## src/rtl/core/vt4_pkg.sv

```systemverilog
// vt4_pkg: shared types, constants and reset values for the 4x4 vertex transform.
// No dependencies.
package vt4_pkg;

  localparam int unsigned FIELD_W           = 32;
  localparam int unsigned REG_W             = 64;
  localparam int unsigned HALF_W            = 32;
  localparam int unsigned NUM_REGS          = 8;
  localparam int unsigned CFG_IDX_W         = 3;
  localparam int unsigned DIM               = 4;
  localparam int unsigned DEF_FRAC_BITS     = 16;
  localparam int unsigned DEF_ELEMENT_WIDTH = 32;

  // register index map: column C, rows 0/1 at 2C, rows 2/3 at 2C+1
  typedef enum logic [CFG_IDX_W-1:0] {
    REG_COL0_ROWS01 = 3'd0,
    REG_COL0_ROWS23 = 3'd1,
    REG_COL1_ROWS01 = 3'd2,
    REG_COL1_ROWS23 = 3'd3,
    REG_COL2_ROWS01 = 3'd4,
    REG_COL2_ROWS23 = 3'd5,
    REG_COL3_ROWS01 = 3'd6,
    REG_COL3_ROWS23 = 3'd7
  } vt4_reg_t;

  // per-stage load enables of the reduction stages
  typedef struct packed {
    logic s2;
    logic s3;
    logic s4;
  } vt4_pipe_en_t;

  // identity matrix in fixed point with fb fraction bits
  function automatic logic [REG_W-1:0] cfg_reset_val(vt4_reg_t idx, int unsigned fb);
    logic [REG_W-1:0] one;
    one = REG_W'(1) << fb;
    case (idx)
      REG_COL0_ROWS01: cfg_reset_val = one;
      REG_COL1_ROWS01: cfg_reset_val = one << HALF_W;
      REG_COL2_ROWS23: cfg_reset_val = one;
      REG_COL3_ROWS23: cfg_reset_val = one << HALF_W;
      default:         cfg_reset_val = '0;
    endcase
  endfunction

endpackage

```

## src/rtl/core/vt4_matrix_regs.sv

```systemverilog
// vt4_matrix_regs: configuration register file holding the 4x4 matrix.
// Depends on vt4_pkg.
module vt4_matrix_regs #(
  parameter int unsigned FRAC_BITS     = vt4_pkg::DEF_FRAC_BITS,
  parameter int unsigned ELEMENT_WIDTH = vt4_pkg::DEF_ELEMENT_WIDTH
) (
  input  logic                                clk,
  input  logic                                rst_n,
  input  logic                                cfg_we,
  input  logic [vt4_pkg::CFG_IDX_W-1:0]       cfg_index,
  input  logic [vt4_pkg::REG_W-1:0]           cfg_data,
  // m[col][row]
  output logic signed [ELEMENT_WIDTH-1:0]     m [vt4_pkg::DIM][vt4_pkg::DIM]
);
  import vt4_pkg::*;

  logic [REG_W-1:0] regs_r [NUM_REGS];

  always_ff @(posedge clk) begin
    if (!rst_n) begin
      for (int i = 0; i < NUM_REGS; i++) begin
        regs_r[i] <= cfg_reset_val(vt4_reg_t'(i), FRAC_BITS);
      end
    end else if (cfg_we) begin
      regs_r[cfg_index] <= cfg_data;
    end
  end

  always_comb begin
    for (int c = 0; c < DIM; c++) begin
      for (int r = 0; r < DIM; r++) begin
        m[c][r] = regs_r[c*2 + r/2][(r%2)*HALF_W +: ELEMENT_WIDTH];
      end
    end
  end

endmodule

```

## config.mk

```make
export PLATFORM = sky130hd
export DESIGN_NAME = vt4_matrix_regs
export DESIGN_NICKNAME = d
export VERILOG_FILES = /design/src/rtl/core/vt4_pkg.sv /design/src/rtl/core/vt4_matrix_regs.sv
export SDC_FILE = /design/constraint.sdc
export NUM_CORES = 1
export LEC_CHECK = 0
export BUFFER_PORTS_ARGS = -buffer_cell sky130_fd_sc_hd__buf_4
export CAP_MARGIN = 20
export CELL_PAD_IN_SITES_DETAIL_PLACEMENT = 0
export CELL_PAD_IN_SITES_GLOBAL_PLACEMENT = 1
export CORE_ASPECT_RATIO = 0.7
export CORE_UTILIZATION = 35
export CTS_CLUSTER_SIZE = 14
export DETAILED_ROUTE_END_ITERATION = 12
export GPL_TIMING_DRIVEN = 0
export PLACE_DENSITY_LB_ADDON = 0.1
export SLEW_MARGIN = 20
export SYNTH_ARGS = -nofsm -noshare
export SYNTH_HDL_FRONTEND = slang
export SYNTH_SLANG_ARGS = --single-unit
```

## constraint.sdc

```tcl
create_clock -name clk -period 17.9 [get_ports clk]
set_input_delay 4.475 -clock clk [delete_from_list [all_inputs] [get_ports clk]]
set_output_delay 4.475 -clock clk [all_outputs]
set_load 0.02 [all_outputs]
```

# After elaboration in Yosys (flattened, before gate mapping)
# Memory sizes are Yosys's and may differ from the RTL's.
# Cells that the tools add are included.
dict set report totals {
  register_bits 0
  inputBits 70
  ramBits 512
  output_inout_bits 512
  n_memories 1
}
dict set report op_classes {
  reduce_logical 1
  n_mux 10
}
# name words width rd rd_clocked_by_memory_dff write_ports line_no
set memory_table {}
lappend memory_table {regs_r 8 64 8 0 8 vt4_matrix_regs.sv:17} ;# logic [REG_W-1:0] regs_r [NUM_REGS];
# cell count
set op_table {}
lappend op_table {{64-bit 2-to-1 mux} 4}
lappend op_table {{64-bit OR reduction} 1}
lappend op_table {{1-bit 2-to-1 mux} 5}
lappend op_table {{3-bit 2-to-1 mux} 1}

# Logic depth before layout (Yosys ltp)
# Gate-level depths: netlist of run 1.
dict set report logic_depth {
  ltp_word 5
  ltp_mapped 5
}

# Least setup slack after synthesis of run 1
# OpenSTA, ideal clock, no wires.
dict set report synth_path {
  kind {input-to-reg}
  startpoint {input cfg_index[2] in the netlist's numbering}
  endpoint {memory regs_r[0][0] (enable)}
  required_time_ns 17.326
  path_stages 4
  arrival_time_ns 9.466
  slack_ns 7.860
  cell_sequence {or2_1 -> clkbuf_2 -> buf_6 -> o21ai_0}
}
# element line_no
set synth_lines {}
lappend synth_lines {{from (decl)} vt4_matrix_regs.sv:10} ;# input logic [vt4_pkg::CFG_IDX_W-1:0] cfg_index,
lappend synth_lines {{to (decl)} vt4_matrix_regs.sv:17}

==> impl_metrics.csv, run 1 <==
group,metric,value,unit
global_route,antenna_found_initial,1,
floorplanning,fp.dieW,280,um
detailed_routing,route.vias.total,13300,
run_status,status,"completed",
global_route,grt_use_total,24.6,%
sta,finalSetupViolations,0,
placed_design,port_buffers,580,
detailed_routing,wl,69500,um
sta,rsz0062_at_grt,"false",
detailed_routing,drt_iter0_drc,1352,
clock_tree,clock_sinks,512,
setup_path,worst-setup-path-type,"primary input to register",
sta,finalHoldViolCount,0,
setup_path,worstPathMaxFanout,19,
floorplanning,core,52800,sq um
clock_tree,ctsHoldBuffers,0,
floorplanning,io-pin-count,582,
hold_path,hold_class,"primary input to register",
setup_path,cp.arrival,6730,ps
yosys,synth-seq-cells,512,
final_layout,largest_register_ff_count,512,
run,maxCapViolations,0,
final_layout,area.growth.synth_to_final,41.2,%
placed_design,dp_hpwl,51300,um
sta,max_freq,155,MHz
clock_tree,cts_tree,"done",
power_and_ir_drop,leakage,10.1,nW
setup_path,crit_end,"regs_r[1][20]",
yosys,syn_nets,1338,
global_route,first_global_vias,12800,
sta,period_share,36.0,%
floorplanning,start_util,35.9,%
global_route,grt.overflow.total,0,
global_route,grt_max_degree,22,
clock_tree,cts_max_level,2,
setup_path,endpoint_kind,"register",
sta,finalSetupTns,0,ps
final_layout,nFillCells,4654,
placed_design,placedInstanceArea,25100,sq um
final_layout,fin_area,26800,sq um
detailed_routing,avgRoutedWirePerCell,25.9,um
yosys,ys_seq_area_share,81.1,%
floorplanning,die_area,55100,sq um
final_layout,diodes,0,
yosys,synth_cell_type_count,20,
final_layout,reg_top3,"regs_r x512",
hold_path,min_path_cells,2,
global_route,grt_pass1_wl,95600,um
setup_path,crit_start,"cfg_index[0]",
detailed_routing,drc_errors,0,
sta,relSlewSlack,33.1,%
yosys,synthTopCellsByArea,"edfxtp_1 81%, nor2_1 9.7%, nand4b_1 2.9%, nand4_1 2.1%, buf_2 1.6%",
final_layout,fin_nets,2003,
final_layout,regMostFlops,"regs_r",
final_layout,drive_above_1_share,39.6,%
floorplanning,rows,70,
yosys,post-synth-top-area-fraction,81.1,%
yosys,yosys.area.top_type,"edfxtp_1",
setup_path,startpoint_type,"primary input",
clock_tree,clk_path_buf_depth,3,
sta,final-max-slew-violation-count,0,
sta,tightest_slew,1000,ps
sta,period_needed,6440,ps
power_and_ir_drop,peakVddDrop,74.0,uV
detailed_routing,firstDrtPassIters,5,
detailed_routing,routed_via_density,4.94,
clock_tree,clk_pin_slew,60,ps
clock_tree,post-cts-setup-buffers,0,
floorplanning,die_h,197,um
yosys,synth.avg_cell_area,15.0,sq um
placed_design,gp_congestion,0.810,
clock_tree,cts_buffers,52,
sta,hold_ws,4220,ps
yosys,yosys_warnings,0,
yosys,syn-cell-area,19000,sq um
clock_tree,cts_resized,0,
setup_path,worstPathRequired,18190,ps
power_and_ir_drop,total_power,2.89,mW
power_and_ir_drop,powerDensity,108,nW/um^2
yosys,netlist_instances,1268,
detailed_routing,antenna_left,0,
clock_tree,root_buffer,"clkbuf_16",
cell type report:
| type | count | area (sq um) | share of cell area [%] |
|---|---|---|---|
| sequential | 512 | 15400 | 57.5 |
| timing repair buffer | 611 | 5200 | 19.4 |
| multi-input combinational | 654 | 3090 | 11.5 |
| clock buffer | 63 | 1360 | 5.10 |
| tap | 720 | 901 | 3.37 |
| buffer | 100 | 581 | 2.17 |
| clock inverter | 26 | 248 | 0.926 |
| inverter | 2 | 7.51 | 0.0281 |
metal layers:
metal / vias to the layer above / share of wire, % / GRT usage, %
li1: 5909 / - / -
met1: 6674 / 40 / 32.1
met2: 592 / 48 / 40.1
met3: 92 / 9.8 / 7.74
met4: 0 / 2.1 / 5.93
met5: - / 0 / 0
worst max-delay path, cell delays in order:
cell      delay, ps
buf_4            90
clkbuf_1        570
nand2_1         420
o21ai_4         700
buf_16          250
buf_16          190
worst min-delay path by stage:
| stage | start | slack [ps] | endpoint |
|---|---|---|---|
| final | cfg_data[48] | 4220 | regs_r[7][48] |
| after floorplan | cfg_data[16] | 4650 | regs_r[5][16] |
| after global placement | cfg_data[48] | 4800 | regs_r[7][48] |
| after detailed placement | cfg_data[48] | 4810 | regs_r[7][48] |
| after CTS | cfg_data[48] | 4180 | regs_r[7][48] |
| after global routing | cfg_data[48] | 4210 | regs_r[2][48] |
Yosys cell counts (all sizes together):
| master | instances |
|---|---|
| buf | 86 |
| nand2 | 2 |
| nand4b | 62 |
| nand3 | 1 |
| clkbuf | 14 |
| nand4 | 64 |
| nor3 | 6 |
| or3 | 4 |
| nand3b | 1 |
| o21ai | 8 |
| inv | 2 |
| or2 | 1 |
| nand2b | 3 |
| nor2 | 502 |
| edfxtp | 512 |
kinds of logic (layout without fill, tap and decap cells):
logic type / count (synthesis) / in the layout / synth area share (%)
AOI/OAI and AO/OA: 8 / 8 / 0.211
buffers and inverters: 102 / 802 / 3.10
DFF: 512 / 512 / 81.1
and+or+nand+nor: 646 / 646 / 15.6
placed cells by master (no fill, tap or decap), drive strengths merged:
master    synthesis  layout
inv               2       2
bufinv            0       5
nand3             1       1
or2               1       1
clkbuf           14      77
nand4            64      64
o21ai             8       8
or3               4       4
nor2            502     502
clkinvlp          0       3
nand4b           62      62
nand2             2       2
nand2b            3       3
nand3b            1       1
clkinv            0      18
edfxtp          512     512
nor3              6       6
buf              86     697
through the flow:
step	instances	utilization, %	setup WS (ps)
3_5_place_dp	2599	47.6	10830
3_3_place_gp	2568	45.8	3070
6_report	2688	50.7	11460
5_1_grt	2688	50.7	11350
4_1_cts	2688	50.7	11460
2_1_floorplan	1268	-	7860
power breakdown:
group,switching [mW],total [mW],internal (mW)
clock network,0.459,1.07,0.609
registers,0.0253,1.42,1.40
logic,0.258,0.402,0.144
total,0.742,2.89,2.15
Power figures use the tool's default switching activity.
==> inputs of run 2 (changes only) <==
Clock period 17.9 ns to 5.4 ns, I/O delays scaled along.
==> impl_metrics.csv, run 2 (synthesized netlist as in run 1, its figures left out) <==
group,metric,value,unit
run_status,status,"completed",
final_layout,final_common_cell,"buf_4",
clock_tree,cts_resized,0,
clock_tree,root_buffer,"clkbuf_16",
floorplanning,die_h,197,um
sta,tightest_slew,989,ps
clock_tree,clock_sinks,512,
floorplanning,fp.dieW,280,um
sta,period_needed,3310,ps
sta,rsz0062_at_grt,"false",
final_layout,reg_top3,"regs_r x512",
hold_path,hold_class,"primary input to register",
clock_tree,ctsHoldBuffers,0,
detailed_routing,avgRoutedWirePerCell,25.8,um
final_layout,fin_nets,2001,
sta,finalHoldViolCount,0,
final_layout,nFillCells,4678,
global_route,grt_pass1_wl,95500,um
setup_path,cp.arrival,3590,ps
sta,relSlewSlack,34.1,%
detailed_routing,antenna_left,0,
power_and_ir_drop,total_power,9.44,mW
sta,max_freq,302,MHz
floorplanning,start_util,35.9,%
setup_path,worst-setup-path-type,"primary input to register",
clock_tree,cts_buffers,51,
clock_tree,post-cts-setup-buffers,0,
sta,period_share,61.3,%
detailed_routing,drt_iter0_drc,1007,
floorplanning,core,52800,sq um
detailed_routing,drc_errors,0,
global_route,grt_use_total,24.6,%
final_layout,fin_area,26600,sq um
setup_path,worstPathRequired,5680,ps
power_and_ir_drop,powerDensity,354,nW/um^2
setup_path,startpoint_type,"primary input",
clock_tree,clk_pin_slew,60,ps
setup_path,worstPathMaxFanout,18,
clock_tree,cts_max_level,2,
global_route,antenna_found_initial,4,
detailed_routing,firstDrtPassIters,5,
clock_tree,cts_tree,"done",
placed_design,gp_congestion,0.820,
detailed_routing,routed_via_density,4.87,
placed_design,placedInstanceArea,25100,sq um
clock_tree,clk_path_buf_depth,3,
placed_design,pre_cts_ws,1460,ps
final_layout,fin_cells,2688,
placed_design,port_buffers,580,
power_and_ir_drop,peakVddDrop,226,uV
global_route,first_global_vias,12900,
final_layout,final_cell_mix,"586 x buf_4, 512 x edfxtp_1, 491 x nor2_1",
placed_design,dp_hpwl,51500,um
placed_design,placedCellCount,2598,
final_layout,area.growth.synth_to_final,40.5,%
sta,fin_ws,2090,ps
floorplanning,io-pin-count,582,
final_layout,regMostFlops,"regs_r",
global_route,grt.overflow.total,0,
run,maxCapViolations,0,
floorplanning,die_area,55100,sq um
detailed_routing,route.vias.total,13100,
setup_path,endpoint_kind,"register",
final_layout,fin_util,50.5,%
sta,hold_ws,1090,ps
sta,finalSetupViolations,0,
sta,final-max-slew-violation-count,0,
detailed_routing,wl,69300,um
floorplanning,rows,70,
final_layout,largest_register_ff_count,512,
global_route,grt_max_degree,22,
final_layout,drive_above_1_share,39.4,%
power_and_ir_drop,leakage,10.0,nW
sta,finalSetupTns,0,ps
-- run 2: critical path, stage by stage --
cell and delay, ps:
buf_4 100, clkbuf_1 520, nand2_1 420, o21ai_4 740, buf_16 250, buf_16 190
-- run 2: path summary, 6_finish.rpt --
check,startpoint,to,slack (ps),cells after the start
worst min-delay path,cfg_data[48],regs_r[7][48],1090,2
worst max-delay path,cfg_index[0],regs_r[5][57],2090,6
-- run 2: area by class of cell --
class	instances	area [sq um]	area share, %
diodes	2	5.00	0.0188
plain buffers	100	581	2.18
clock buffers	69	1390	5.20
clock inverters	19	145	0.545
inverters	2	7.51	0.0282
multi-input cells	654	3090	11.6
flip-flops and latches	512	15400	57.7
well taps	720	901	3.38
repair buffers	610	5160	19.4
-- run 2: report_power, final --
part / leakage (nW) / internal, mW / total [mW] / switching, mW
sequential: 4.95 / 4.64 / 4.72 / 0.0861
clock: 0.733 / 1.88 / 3.39 / 1.50
combinational: 4.36 / 0.474 / 1.32 / 0.849
total: 10.0 / 7.00 / 9.44 / 2.44
-- run 2: routing by layer --
metal | track usage, % | vias to the layer above | wire (um)
li1 | - | 5901 | -
met4 | 5.79 | 2 | 1260
met2 | 39.9 | 506 | 33100
met5 | 0 | - | 9
met3 | 8.29 | 74 | 6730
met1 | 32.0 | 6601 | 28100
